<file path="src/hdl/sfd_pkg.sv">
// shared constants and types for the sync-word frame deframer
package sfd_pkg;

    localparam logic [7:0] SYNC_A  = 8'h5A;
    localparam logic [7:0] SYNC_B  = 8'hA5;
    localparam int         HDR_LEN = 10;

    localparam int OFF_LEN_LO = 2;
    localparam int OFF_LEN_HI = 3;
    localparam int OFF_ID_LO  = 6;
    localparam int OFF_ID_HI  = 7;
    localparam int OFF_CHK_LO = 8;
    localparam int OFF_CHK_HI = 9;

    typedef struct packed {
        logic wr;
        logic drop;
    } win_cmd_t;

endpackage

</file>
<file path="src/hdl/sync_frame_deframer_checksum.sv">
// top level of the sync-word frame deframer with 16-bit sum checksum
//
//   channel | dir | tdata fields (low bit up)                           | tlast
//   s_      | in  | rx_byte[7:0]                                        | -
//   m_      | out | frame_byte[7:0], byte_index[13:8], dest_id[29:14]   | last
//
// each received byte is stored in S_IDLE and judged in S_HUNT, then every window byte
// is fetched in S_RD and used in S_USE through the single memory read port while hunting
// (header fields, then each payload byte through the shared adder)
// an accepted frame then emits each byte through S_RD and S_USE, waiting while m_tready is low
// s_tready is high only while the sequencer is idle
// reset clears the window pointers and fill count; unwritten window bytes never reach m_
module sync_frame_deframer_checksum import sfd_pkg::*; #(
    parameter int MAX_FRAME = 64
) (
    input  logic        aclk,
    input  logic        aresetn,
    input  logic        s_tvalid,
    output logic        s_tready,
    input  logic [7:0]  s_tdata,   // rx_byte
    output logic        m_tvalid,
    input  logic        m_tready,
    output logic [31:0] m_tdata,   // frame_byte, byte_index, dest_id, zero pad
    output logic        m_tlast
);

    localparam int FW = $clog2(MAX_FRAME + 1);
    localparam int OW = $clog2(MAX_FRAME + 2);

    win_cmd_t      cmd;
    logic [OW-1:0] rd_off;
    logic [OW-1:0] drop_n;
    logic [7:0]    rd_data;
    logic [FW-1:0] fill;
    logic [7:0]    out_byte;
    logic [5:0]    out_index;
    logic [15:0]   out_id;

    sfd_window #(
        .MAX_FRAME (MAX_FRAME)
    ) u_window (
        .aclk    (aclk),
        .aresetn (aresetn),
        .cmd     (cmd),
        .wr_data (s_tdata),
        .rd_off  (rd_off),
        .drop_n  (drop_n),
        .rd_data (rd_data),
        .fill    (fill)
    );

    sfd_seq #(
        .MAX_FRAME (MAX_FRAME)
    ) u_seq (
        .aclk      (aclk),
        .aresetn   (aresetn),
        .in_valid  (s_tvalid),
        .in_ready  (s_tready),
        .out_ready (m_tready),
        .out_valid (m_tvalid),
        .out_byte  (out_byte),
        .out_index (out_index),
        .out_id    (out_id),
        .out_last  (m_tlast),
        .cmd       (cmd),
        .rd_off    (rd_off),
        .drop_n    (drop_n),
        .rd_data   (rd_data),
        .fill      (fill)
    );

    assign m_tdata = {2'b00, out_id, out_index, out_byte};

endmodule

</file>
<file path="src/hdl/sfd_window.sv">
// circular byte window: storage, start pointer, fill count and address wrap
module sfd_window import sfd_pkg::*; #(
    parameter int MAX_FRAME = 64
) (
    input  logic                                aclk,
    input  logic                                aresetn,
    input  win_cmd_t                            cmd,
    input  logic [7:0]                          wr_data,
    input  logic [$clog2(MAX_FRAME+2)-1:0]      rd_off,
    input  logic [$clog2(MAX_FRAME+2)-1:0]      drop_n,
    output logic [7:0]                          rd_data,
    output logic [$clog2(MAX_FRAME+1)-1:0]      fill
);

    localparam int AW = $clog2(MAX_FRAME);
    localparam int FW = $clog2(MAX_FRAME + 1);
    localparam int OW = $clog2(MAX_FRAME + 2);
    localparam int SW = OW + 1;
    localparam logic [SW-1:0] DEPTH = SW'(MAX_FRAME);

    logic [7:0]    mem [MAX_FRAME];
    logic [7:0]    rd_data_reg;
    logic [AW-1:0] start_reg, start_next;
    logic [FW-1:0] fill_reg, fill_next;

    logic [SW-1:0] rd_sum, wr_sum, drop_sum, one_sum;
    logic [AW-1:0] rd_idx, wr_idx, drop_idx, one_idx;

    assign rd_sum   = SW'(start_reg) + SW'(rd_off);
    assign wr_sum   = SW'(start_reg) + SW'(fill_reg);
    assign drop_sum = SW'(start_reg) + SW'(drop_n);
    assign one_sum  = SW'(start_reg) + SW'(1);

    assign rd_idx   = (rd_sum   >= DEPTH) ? AW'(rd_sum   - DEPTH) : AW'(rd_sum);
    assign wr_idx   = (wr_sum   >= DEPTH) ? AW'(wr_sum   - DEPTH) : AW'(wr_sum);
    assign drop_idx = (drop_sum >= DEPTH) ? AW'(drop_sum - DEPTH) : AW'(drop_sum);
    assign one_idx  = (one_sum  >= DEPTH) ? AW'(one_sum  - DEPTH) : AW'(one_sum);

    always_comb begin
        start_next = start_reg;
        fill_next  = fill_reg;
        if (cmd.wr) begin
            if (fill_reg == FW'(MAX_FRAME)) begin
                // full: oldest byte gives way
                start_next = one_idx;
            end else begin
                fill_next = fill_reg + FW'(1);
            end
        end else if (cmd.drop) begin
            start_next = drop_idx;
            fill_next  = fill_reg - FW'(drop_n);
        end
    end

    always_ff @(posedge aclk) begin
        if (!aresetn) begin
            start_reg <= '0;
            fill_reg  <= '0;
        end else begin
            start_reg <= start_next;
            fill_reg  <= fill_next;
        end
    end

    always_ff @(posedge aclk) begin
        if (cmd.wr) begin
            mem[wr_idx] <= wr_data;
        end
        rd_data_reg <= mem[rd_idx];
    end

    assign rd_data = rd_data_reg;
    assign fill    = fill_reg;

endmodule

</file>
<file path="src/hdl/sfd_seq.sv">
// hunt sequencer with shared checksum adder and output register
module sfd_seq import sfd_pkg::*; #(
    parameter int MAX_FRAME = 64
) (
    input  logic                                aclk,
    input  logic                                aresetn,
    input  logic                                in_valid,
    output logic                                in_ready,
    input  logic                                out_ready,
    output logic                                out_valid,
    output logic [7:0]                          out_byte,
    output logic [5:0]                          out_index,
    output logic [15:0]                         out_id,
    output logic                                out_last,
    output win_cmd_t                            cmd,
    output logic [$clog2(MAX_FRAME+2)-1:0]      rd_off,
    output logic [$clog2(MAX_FRAME+2)-1:0]      drop_n,
    input  logic [7:0]                          rd_data,
    input  logic [$clog2(MAX_FRAME+1)-1:0]      fill
);

    localparam int OW = $clog2(MAX_FRAME + 2);
    localparam logic [15:0] MAX_LEN = 16'(MAX_FRAME - HDR_LEN);

    typedef enum logic [2:0] {
        S_IDLE,
        S_HUNT,
        S_RD,
        S_USE,
        S_CMP
    } state_t;

    typedef enum logic [3:0] {
        P_SYNC0,
        P_SYNC1,
        P_LEN0,
        P_LEN1,
        P_CHK0,
        P_CHK1,
        P_ID0,
        P_ID1,
        P_SUM,
        P_EMIT
    } phase_t;

    state_t        state_reg, state_next;
    phase_t        phase_reg, phase_next;
    logic [OW-1:0] off_reg, off_next;
    logic [OW-1:0] len_reg, len_next;
    logic [7:0]    len_lo_reg, len_lo_next;
    logic [15:0]   chk_reg, chk_next;
    logic [15:0]   id_reg, id_next;
    logic [15:0]   sum_reg, sum_next;
    logic          out_valid_reg, out_valid_next;
    logic [7:0]    out_byte_reg, out_byte_next;
    logic [5:0]    out_index_reg, out_index_next;
    logic [15:0]   out_id_reg, out_id_next;
    logic          out_last_reg, out_last_next;

    logic [15:0]   len_full;
    logic [OW-1:0] frame_len, emit_len, fill_ext;
    logic [15:0]   addend;
    logic          out_free;

    assign len_full  = {rd_data, len_lo_reg};
    assign frame_len = len_reg + OW'(HDR_LEN);
    assign emit_len  = frame_len + OW'(len_reg[0]);
    assign fill_ext  = OW'(fill);
    assign addend    = off_reg[0] ? {rd_data, 8'h00} : {8'h00, rd_data};
    assign out_free  = !out_valid_reg || out_ready;

    always_comb begin
        state_next     = state_reg;
        phase_next     = phase_reg;
        off_next       = off_reg;
        len_next       = len_reg;
        len_lo_next    = len_lo_reg;
        chk_next       = chk_reg;
        id_next        = id_reg;
        sum_next       = sum_reg;
        out_valid_next = out_valid_reg && !out_ready;
        out_byte_next  = out_byte_reg;
        out_index_next = out_index_reg;
        out_id_next    = out_id_reg;
        out_last_next  = out_last_reg;
        cmd            = '0;
        drop_n         = OW'(1);

        case (state_reg)
            S_IDLE: begin
                if (in_valid) begin
                    cmd.wr     = 1'b1;
                    state_next = S_HUNT;
                end
            end
            S_HUNT: begin
                if (fill_ext < OW'(HDR_LEN)) begin
                    state_next = S_IDLE;
                end else begin
                    off_next   = '0;
                    phase_next = P_SYNC0;
                    state_next = S_RD;
                end
            end
            S_RD: begin
                state_next = S_USE;
            end
            S_USE: begin
                case (phase_reg)
                    P_SYNC0: begin
                        if (rd_data != SYNC_A) begin
                            cmd.drop   = 1'b1;
                            state_next = S_HUNT;
                        end else begin
                            off_next   = OW'(1);
                            phase_next = P_SYNC1;
                            state_next = S_RD;
                        end
                    end
                    P_SYNC1: begin
                        if (rd_data != SYNC_B) begin
                            cmd.drop   = 1'b1;
                            drop_n     = OW'(2);
                            state_next = S_HUNT;
                        end else begin
                            off_next   = OW'(OFF_LEN_LO);
                            phase_next = P_LEN0;
                            state_next = S_RD;
                        end
                    end
                    P_LEN0: begin
                        len_lo_next = rd_data;
                        off_next    = OW'(OFF_LEN_HI);
                        phase_next  = P_LEN1;
                        state_next  = S_RD;
                    end
                    P_LEN1: begin
                        if (len_full > MAX_LEN) begin
                            cmd.drop   = 1'b1;
                            drop_n     = OW'(2);
                            state_next = S_HUNT;
                        end else if (fill_ext < OW'(len_full) + OW'(HDR_LEN)) begin
                            state_next = S_IDLE;
                        end else begin
                            len_next   = OW'(len_full);
                            off_next   = OW'(OFF_CHK_LO);
                            phase_next = P_CHK0;
                            state_next = S_RD;
                        end
                    end
                    P_CHK0: begin
                        chk_next[7:0] = rd_data;
                        off_next      = OW'(OFF_CHK_HI);
                        phase_next    = P_CHK1;
                        state_next    = S_RD;
                    end
                    P_CHK1: begin
                        chk_next[15:8] = rd_data;
                        off_next       = OW'(OFF_ID_LO);
                        phase_next     = P_ID0;
                        state_next     = S_RD;
                    end
                    P_ID0: begin
                        id_next[7:0] = rd_data;
                        off_next     = OW'(OFF_ID_HI);
                        phase_next   = P_ID1;
                        state_next   = S_RD;
                    end
                    P_ID1: begin
                        id_next[15:8] = rd_data;
                        sum_next      = '0;
                        if (len_reg == '0) begin
                            state_next = S_CMP;
                        end else begin
                            off_next   = OW'(HDR_LEN);
                            phase_next = P_SUM;
                            state_next = S_RD;
                        end
                    end
                    P_SUM: begin
                        sum_next = sum_reg + addend;
                        if (off_reg == frame_len - OW'(1)) begin
                            state_next = S_CMP;
                        end else begin
                            off_next   = off_reg + OW'(1);
                            state_next = S_RD;
                        end
                    end
                    P_EMIT: begin
                        if (out_free) begin
                            out_valid_next = 1'b1;
                            out_byte_next  = (off_reg < frame_len) ? rd_data : 8'h00;
                            out_index_next = off_reg[5:0];
                            out_id_next    = id_reg;
                            out_last_next  = (off_reg == emit_len - OW'(1));
                            if (off_reg == emit_len - OW'(1)) begin
                                cmd.drop   = 1'b1;
                                drop_n     = frame_len;
                                state_next = S_IDLE;
                            end else begin
                                off_next   = off_reg + OW'(1);
                                state_next = S_RD;
                            end
                        end
                    end
                    default: begin
                        state_next = S_HUNT;
                    end
                endcase
            end
            S_CMP: begin
                if (sum_reg != chk_reg) begin
                    cmd.drop   = 1'b1;
                    drop_n     = OW'(2);
                    state_next = S_HUNT;
                end else begin
                    off_next   = '0;
                    phase_next = P_EMIT;
                    state_next = S_RD;
                end
            end
            default: begin
                state_next = S_IDLE;
            end
        endcase
    end

    always_ff @(posedge aclk) begin
        if (!aresetn) begin
            state_reg     <= S_IDLE;
            phase_reg     <= P_SYNC0;
            out_valid_reg <= 1'b0;
        end else begin
            state_reg     <= state_next;
            phase_reg     <= phase_next;
            out_valid_reg <= out_valid_next;
        end
        off_reg       <= off_next;
        len_reg       <= len_next;
        len_lo_reg    <= len_lo_next;
        chk_reg       <= chk_next;
        id_reg        <= id_next;
        sum_reg       <= sum_next;
        out_byte_reg  <= out_byte_next;
        out_index_reg <= out_index_next;
        out_id_reg    <= out_id_next;
        out_last_reg  <= out_last_next;
    end

    assign in_ready  = (state_reg == S_IDLE);
    assign rd_off    = off_reg;
    assign out_valid = out_valid_reg;
    assign out_byte  = out_byte_reg;
    assign out_index = out_index_reg;
    assign out_id    = out_id_reg;
    assign out_last  = out_last_reg;

endmodule

</file>
<file path="config.mk">
export PLATFORM = sky130hd
export DESIGN_NAME = sync_frame_deframer_checksum
export DESIGN_NICKNAME = d
export VERILOG_FILES = /design/src/hdl/sfd_pkg.sv /design/src/hdl/sync_frame_deframer_checksum.sv /design/src/hdl/sfd_window.sv /design/src/hdl/sfd_seq.sv
export SDC_FILE = /design/constraint.sdc
export NUM_CORES = 1
export LEC_CHECK = 0
export ABC_CLOCK_PERIOD_IN_PS = 9280
export CORE_MARGIN = 4
export CORE_UTILIZATION = 50
export DETAILED_ROUTE_END_ITERATION = 8
export DONT_BUFFER_PORTS = 1
export REMOVE_ABC_BUFFERS = 1
export SLEW_MARGIN = 20
export SYNTH_ARGS = -nofsm -noshare
export SYNTH_HDL_FRONTEND = slang
export SYNTH_SLANG_ARGS = --single-unit
</file>
<file path="constraint.sdc">
create_clock -name aclk -period 9.28 [get_ports aclk]
set_clock_uncertainty 0.2 [all_clocks]
set_input_delay 1.856 -clock aclk [delete_from_list [all_inputs] [get_ports aclk]]
set_output_delay 1.856 -clock aclk [all_outputs]
set_load 0.01 [all_outputs]
</file>
# Word-level counts from Yosys, hierarchy flattened
# Memory sizes are Yosys's and may differ from the RTL's. A register that Yosys moved wholly into a read port is not among the register bits.
# Index checks and enable logic that the tools add are counted.
dict set report classes {
  n_bitwise 2
  n_addsub 17
  reduce_logical 24
  n_lt_le_gt_ge 8
  n_mux 68
  eq_ne 34
}
# operator n
set ops {}
lappend ops {{two-way mux 7 bit} 15}
lappend ops {{one-hot mux 7 bit (10 select lines)} 1}
lappend ops {{two-way mux 6 bit} 7}
lappend ops {{one-hot mux 7 bit (3 select lines)} 2}
lappend ops {{one-hot mux 16 bit (2 select lines)} 1}
lappend ops {{one-hot mux 4 bit (8 select lines)} 1}
lappend ops {{two-way mux 4 bit} 7}
lappend ops {{adder 6 x 7 -> 8 bit} 3}
lappend ops {{>= comparator 8 x 7 -> 1 bit (second input constant)} 3}
lappend ops {{subtractor 6 x 1 -> 6 bit (second input constant)} 4}
lappend ops {{inequality test 3 bit (second input constant)} 7}
lappend ops {{one-hot mux 3 bit (7 select lines)} 1}
lappend ops {{two-way mux 2 bit} 10}
lappend ops {{AND reduction 2 bit} 9}
lappend ops {{adder 16 bit} 1}
lappend ops {{== test 4 x 3 -> 1 bit (second input constant)} 4}
lappend ops {{greater-than comparator 16 x 6 -> 1 bit (second input constant)} 1}
lappend ops {{two-way mux 16 bit} 1}
lappend ops {{inequality test 16 bit} 1}
lappend ops {{one-hot mux 3 bit (5 select lines)} 1}
lappend ops {{adder 7 x 1 -> 7 bit (second input constant)} 2}
lappend ops {{adder 7 x 4 -> 7 bit (second input constant)} 2}
lappend ops {{== test 7 bit} 2}
lappend ops {{< comparator 7 bit} 2}
lappend ops {{other kinds (40)} 65}
dict set report totals {
  mem_count 1
  wordCells 171
  ramBits 512
  in_bits 12
  regBits 122
  out_inout_bits 35
}
# name words word_bits read_ports rd_clocked_by_memory_dff wr line_no
set mem_list {}
lappend mem_list {u_window.mem 64 8 1 1 1 sfd_window.sv:21} ;# logic [7:0] mem [MAX_FRAME];

# Longest topological paths before layout
dict set report depth {
  word_depth 13
  ltp_mapped 26
  ltp_nobuf 26
}

# Modules after synthesis
# A second synthesis with hierarchy kept.
dict set report hier_totals {
  hier_cells 1679
  area_unflattened_um2 27685.3
}
# mod cells_per_inst area_each_um2 n_inst
set modules_own_cells {}
lappend modules_own_cells {sfd_window 1143 21598.2 1}
lappend modules_own_cells {sfd_seq 533 6068.3 1}
lappend modules_own_cells {sync_frame_deframer_checksum 3 18.8 1}

# Worst setup path after synthesis
# OpenSTA, ideal clock, no wires.
dict set report synth_path {
  path_type {register to register}
  startpoint {register u_seq.len_reg[1]}
  endpoint {register u_window.fill_reg[6], in the netlist u_window.fill[6]}
  period_less_slack_ns 5.640
  stages_incl_launch_ff 24
  arrival_time_ns 5.321
  setup_ns 0.120
  path_buffers 1
  slack_ns 3.640
  required_time_ns 8.960
  cell_sequence {edfxtp_1 > ha_1 > buf_4 > xor2_2 > fa_1 > xor2_1 > or4_4 > or2_2 > a2111oi_4 > a31oi_1 > or2_1 > inv_1 > ha_1 > xnor2_1 > nor2_1 > ha_1 > nor2b_1 > o21ai_0 > nor2b_1 > o21bai_1 > a21oi_1 > and4b_1 > nor2_1 > mux2i_1}
}
dict set report synth_via {
  elab_chain_cells 11
}
# item line_no
set synth_rtl {}
lappend synth_rtl {{from (decl)} sfd_seq.sv:49} ;# logic [OW-1:0] len_reg, len_next;
lappend synth_rtl {{from (signal assigned)} sfd_seq.sv:239} ;# len_reg <= len_next;
lappend synth_rtl {{adder 7 x 4 -> 7 bit *} sfd_seq.sv:66} ;# assign frame_len = len_reg + OW'(HDR_LEN);
lappend synth_rtl {{adder 7 x 1 -> 7 bit} sfd_seq.sv:67} ;# assign emit_len = frame_len + OW'(len_reg[0]);
lappend synth_rtl {{subtractor 7 x 1 -> 7 bit} sfd_seq.sv:196} ;# if (off_reg == emit_len - OW'(1)) begin
lappend synth_rtl {{== test 7 bit} sfd_seq.sv:196}
lappend synth_rtl {{two-way mux 7 bit} sfd_seq.sv:196}
lappend synth_rtl {{two-way mux 7 bit} sfd_seq.sv:190} ;# if (out_free) begin
lappend synth_rtl {{one-hot mux 7 bit (3 select lines)} sfd_seq.sv:109} ;# case (phase_reg)
lappend synth_rtl {{one-hot mux 7 bit (2 select lines)} sfd_seq.sv:89} ;# case (state_reg)
lappend synth_rtl {{subtractor 7 bit} sfd_window.sv:51} ;# fill_next = fill_reg - FW'(drop_n);
lappend synth_rtl {{two-way mux 7 bit} sfd_window.sv:49} ;# end else if (cmd.drop) begin
lappend synth_rtl {{two-way mux 7 bit} sfd_window.sv:42} ;# if (cmd.wr) begin
lappend synth_rtl {{to (signal assigned)} sfd_window.sv:61} ;# fill_reg <= fill_next;
lappend synth_rtl {{to (decl)} sfd_window.sv:24} ;# logic [FW-1:0] fill_reg, fill_next;
# Every way passes the cells marked *; elsewhere a longest branch is shown, timed or not. The select of a mux whose other input is x is not followed.
# A chain may end at the register's enable or synchronous reset.

# Final worst setup path
# Ends and elaborated chain as after synthesis.

==> flow_summary.html <==
<table>
<tr><th>Metric</th><th>Value</th></tr>
<tr><th colspan="2">Logic synthesis</th></tr>
<tr><td>FFs w/ async S/R, synth</td><td>0%</td></tr>
<tr><td>Flop and latch count out of synthesis</td><td>642</td></tr>
<tr><td>Syn Std Cell Area</td><td>0.0275 mm2</td></tr>
<tr><td>Share of synthesized area occupied by flip-flops and latches</td><td>68.9%</td></tr>
<tr><td>Fraction of synthesized cell area taken by the top area cell type</td><td>66.8%</td></tr>
<tr><td>Syn. warnings</td><td>0</td></tr>
<tr><td>Library cells used by synthesis</td><td>77</td></tr>
<tr><td>Commonest register cell after synthesis</td><td>edfxtp_1</td></tr>
<tr><td>Mapped Cells</td><td>1555</td></tr>
<tr><td>Count of flip-flops with a built-in enable after synthesis</td><td>613</td></tr>
<tr><td>Avg Inst Size Synth</td><td>17.7 um2</td></tr>
<tr><td>Library cell occupying the most area in the post-synthesis netlist</td><td>edfxtp_1</td></tr>
<tr><td>Ranking of synthesized cells by area</td><td>edfxtp_1, mux4_2, ha_1, dfxtp_1, nor2_1</td></tr>
<tr><th colspan="2">Clock network</th></tr>
<tr><td>Number of clock sinks</td><td>642</td></tr>
<tr><td>TritonCTS clock tree</td><td>built</td></tr>
<tr><td>Clock root buffer</td><td>clkbuf_16</td></tr>
<tr><td>Clock tree buffer depth</td><td>3</td></tr>
<tr><td>Postcts setup bufs</td><td>0</td></tr>
<tr><td>TritonCTS buffer count</td><td>68</td></tr>
<tr><td>Register clock-pin slew on the reported worst setup and hold paths</td><td>0.06 ns</td></tr>
<tr><td>Post-cts resize count</td><td>0</td></tr>
<tr><td>H-tree levels</td><td>3</td></tr>
<tr><td>Insertion delay of the later-clocked pin in the worst-skew pair</td><td>0.60 ns</td></tr>
<tr><td>Hold-fix buffers, CTS</td><td>0</td></tr>
<tr><th colspan="2">Critical path</th></tr>
<tr><td>Required time at the worst-slack endpoint</td><td>9.55 ns</td></tr>
<tr><td>Maximum net fanout on the critical path</td><td>12</td></tr>
<tr><td>Path type of the worst setup path</td><td>reg2reg</td></tr>
<tr><td>Sort of element at the end of the critical path</td><td>flip-flop</td></tr>
<tr><td>Signal arrival time at the worst endpoint</td><td>6.67 ns</td></tr>
<tr><td>Critical path startpoint category</td><td>flip-flop</td></tr>
<tr><th colspan="2">Route</th></tr>
<tr><td>Total vias in the final route</td><td>14100</td></tr>
<tr><td>Post-route ant nets</td><td>0</td></tr>
<tr><td>Number of DRC violations after detailed routing</td><td>0</td></tr>
<tr><td>Vias per cell</td><td>6.04</td></tr>
<tr><td>Count of routing violations after the opening detailed-route iteration</td><td>1324</td></tr>
<tr><td>Number of optimization iterations in the first detailed-route pass</td><td>5</td></tr>
<tr><td>Final routed wirelength across all metal layers</td><td>60900 um</td></tr>
<tr><td>Final routed wire length divided by cell count</td><td>26.2 um</td></tr>
<tr><th colspan="2">Global routing</th></tr>
<tr><td>GR Overflow Total</td><td>0</td></tr>
<tr><td>Maximum number of pins on one net before global-route repair</td><td>108</td></tr>
<tr><td>GR Layer Usage met3</td><td>3.82%</td></tr>
<tr><td>Vias in the first global route</td><td>14400</td></tr>
<tr><td>Most crowded layer after global routing</td><td>met2</td></tr>
<tr><td>Met1 Use GR</td><td>28.8%</td></tr>
<tr><td>Initial antenna violation count</td><td>2</td></tr>
<tr><td>Global-route wire length before repair</td><td>92800 um</td></tr>
<tr><td>Tot GR Track Use</td><td>21.0%</td></tr>
<tr><td>Met2 global-route usage</td><td>34.6%</td></tr>
<tr><th colspan="2">Final layout</th></tr>
<tr><td>Fillers</td><td>4063</td></tr>
<tr><td>Flip-flop count of the largest register after layout</td><td>512</td></tr>
<tr><td>Synth-to-Final Area Change</td><td>10.7%</td></tr>
<tr><td># diodes</td><td>0</td></tr>
<tr><td>Proportion of layout cells with a drive suffix above 1</td><td>17.9%</td></tr>
<tr><td>Nets</td><td>1661</td></tr>
<tr><td>Register with the most flip-flops</td><td>u_window.mem</td></tr>
<tr><th colspan="2">Placement</th></tr>
<tr><td>Number of buffers inserted by port buffering</td><td>0</td></tr>
<tr><td>Placed wire-length estimate</td><td>37900 um</td></tr>
<tr><td>Final Wtd Congestion</td><td>0.826</td></tr>
<tr><th colspan="2">Power</th></tr>
<tr><td>Static Leak</td><td>9.93 nW</td></tr>
<tr><td>Clock network power share</td><td>33.6%</td></tr>
<tr><td>Worst IR Drop VDD</td><td>0.000174 V</td></tr>
<tr><td>PwrDens</td><td>258 mW/mm2</td></tr>
<tr><td>Switching Fraction</td><td>27.8%</td></tr>
<tr><td>Switching power of the nets</td><td>2.19 mW</td></tr>
<tr><td>Sequential group share of total power</td><td>43.8%</td></tr>
<tr><td>Internal power component</td><td>5.69 mW</td></tr>
<tr><td>Portion of total power attributed to combinational logic</td><td>22.6%</td></tr>
<tr><th colspan="2">Status</th></tr>
<tr><td>Run status</td><td>finished, final reports clean</td></tr>
<tr><th colspan="2">Timing</th></tr>
<tr><td>Peak clock frequency supported by timing</td><td>156 MHz</td></tr>
<tr><td>Headroom to the max-slew limit</td><td>34.2%</td></tr>
<tr><td>Sum of negative setup slack</td><td>0 ns</td></tr>
<tr><td>Crit share post-route</td><td>69.0%</td></tr>
<tr><td>Fin. Hold Viols</td><td>0</td></tr>
<tr><td>Number of max-slew violations in the final report</td><td>0</td></tr>
<tr><td>Final worst path period need</td><td>6.41 ns</td></tr>
<tr><td>Setup repair after global routing missed its margin</td><td>no</td></tr>
<tr><td>Final count of negative-setup-slack endpoints</td><td>0</td></tr>
<tr><td>Worst-Margin Slew</td><td>0.987 ns</td></tr>
<tr><td>Min Hold Slack</td><td>0.215 ns</td></tr>
<tr><th colspan="2">Die</th></tr>
<tr><td>Effective utilization at floorplan</td><td>50.9%</td></tr>
<tr><td>Number of top-level design ports</td><td>47</td></tr>
<tr><td>Std-Cell Core Area</td><td>0.0541 mm2</td></tr>
<tr><td>Number of rows in the core area</td><td>85</td></tr>
<tr><td>DIE HEIGHT</td><td>243 um</td></tr>
<tr><td>Die Width</td><td>243 um</td></tr>
<tr><td>Die ar.</td><td>0.0589 mm2</td></tr>
<tr><th colspan="2">Worst hold path</th></tr>
<tr><td>Classification of the worst-slack hold path</td><td>reg2reg</td></tr>
<tr><th colspan="2">Run</th></tr>
<tr><td>Max Cap Viol</td><td>0</td></tr>
</table>
## Yosys cell counts, drive strengths merged, types with 5 or more instances
master  count
nor2      145
inv        35
nand4       9
a211oi     13
nor3       18
and2       18
dfxtp      29
xor2       23
xnor2      50
fa          6
o21ai      27
edfxtp    613
mux2i      19
a21o       17
a21boi      5
o21a       11
nand2b      8
nand3      25
nand2      44
clkbuf     34
o211ai      5
a21oi      50
mux4      160
nor2b      29
buf        21
and3        7
o21bai      5
or3         8
a31oi       7
ha         61
nor4        8
## per-stage QoR
step | instance area, um2 | setup slack [ns] | utilization, % | total power [mW] | std cells
after floorplan | 27300 | 1.86 | - | 4.89 | 1501
after global placement | 28300 | 3.11 | 52.3 | 5.30 | 2208
after detailed placement | 28300 | 2.93 | 52.3 | 5.32 | 2208
after CTS | 30500 | 2.90 | 56.3 | 7.97 | 2327
after global routing | 30500 | 2.42 | 56.3 | 8.24 | 2327
final | 30500 | 2.87 | 56.3 | 7.88 | 2327
## logic make-up after synthesis
logic type,Yosys count,synth area share [%]
xor gates and xnor gates,75,2.51
AOI/OAI and AO/OA,163,4.13
DFF,642,68.9
and+or+nand+nor,334,5.94
buffers and inverters,91,1.34
muxes,181,13.9
adders and majority gates,68,3.24
other,1,0.0136
## layout by cell type (no fill, tap or decap), types with 7 or more instances in the layout
| cell type | n |
|---|---|
| edfxtp_1 | 613 |
| clkinv_1 | 12 |
| a211oi_1 | 10 |
| dfxtp_1 | 29 |
| ha_1 | 60 |
| nor4_1 | 8 |
| nand4_1 | 8 |
| inv_1 | 35 |
| o21a_1 | 11 |
| and3_1 | 7 |
| a21o_1 | 17 |
| clkbuf_16 | 71 |
| nand2_1 | 44 |
| nand3_1 | 25 |
| and2_1 | 18 |
| or3_1 | 7 |
| xnor2_1 | 47 |
| mux4_2 | 160 |
| o21ai_0 | 24 |
| clkbuf_1 | 15 |
| buf_4 | 10 |
| xor2_1 | 22 |
| clkinv_2 | 8 |
| nor2_1 | 144 |
| mux2i_1 | 19 |
| a21oi_1 | 49 |
| a31oi_1 | 7 |
| nor2b_1 | 28 |
| nor3_1 | 17 |
| nand2b_1 | 8 |
## per-layer routing
metal  up-vias  wire length (um)
met2       450             30200
met1      7256             25500
li1       6243                 -
met3       108              3490
met4         0              1720
met5         -                 0
## final timing paths
check / cells past startpoint / to / start / slack (ns)
setup / recovery: 22 / u_window.fill[6]$_SDFFE_PN0P_ / u_seq.len_reg[1]$_DFFE_PP_ / 2.87
hold / removal: 0 / u_seq.out_id[4]$_DFFE_PP_ / u_seq.id_reg[4]$_DFFE_PP_ / 0.21
setup reg to reg: 22 / u_window.fill[6]$_SDFFE_PN0P_ / u_seq.len_reg[1]$_DFFE_PP_ / 2.87
hold reg to reg: 0 / u_seq.out_id[4]$_DFFE_PP_ / u_seq.id_reg[4]$_DFFE_PP_ / 0.21
## critical path, cell delays in order, from the launching register on
cell	delay, ns
edfxtp_1	0.58
ha_1	0.45
xor2_2	0.52
fa_1	0.53
xor2_1	0.17
or4_4	0.44
or2_2	0.31
a2111oi_4	0.53
a31oi_1	0.19
or2_1	0.30
inv_1	0.08
ha_1	0.28
xnor2_1	0.16
nor2_1	0.06
ha_1	0.33
nor2b_1	0.15
o21ai_0	0.13
nor2b_1	0.22
o21bai_1	0.09
a21oi_1	0.20
and4b_1	0.21
nor2_1	0.05
mux2i_1	0.11
## power by group through the flow
stage	Sequential, mW	Clock, mW	Combinational (mW)
6_report	3.45	2.65	1.78
5_1_grt	3.47	2.84	1.93
4_1_cts	3.46	2.71	1.81
3_5_place_dp	3.52	0	1.80
3_3_place_gp	3.51	0	1.79
2_1_floorplan	3.45	0	1.45
## layout make-up
| type | count | area (um2) | area share (%) |
|---|---|---|---|
| Multi-Input combinational cell | 823 | 8230 | 27.0 |
| Sequential cell | 642 | 19000 | 62.3 |
| Clock buffer | 88 | 1860 | 6.10 |
| Clock inverter | 31 | 319 | 1.05 |
| Tap cell | 696 | 871 | 2.86 |
| Timing Repair Buffer | 11 | 95.1 | 0.312 |
| Inverter | 36 | 135 | 0.443 |
Power figures use the tool's default switching activity.
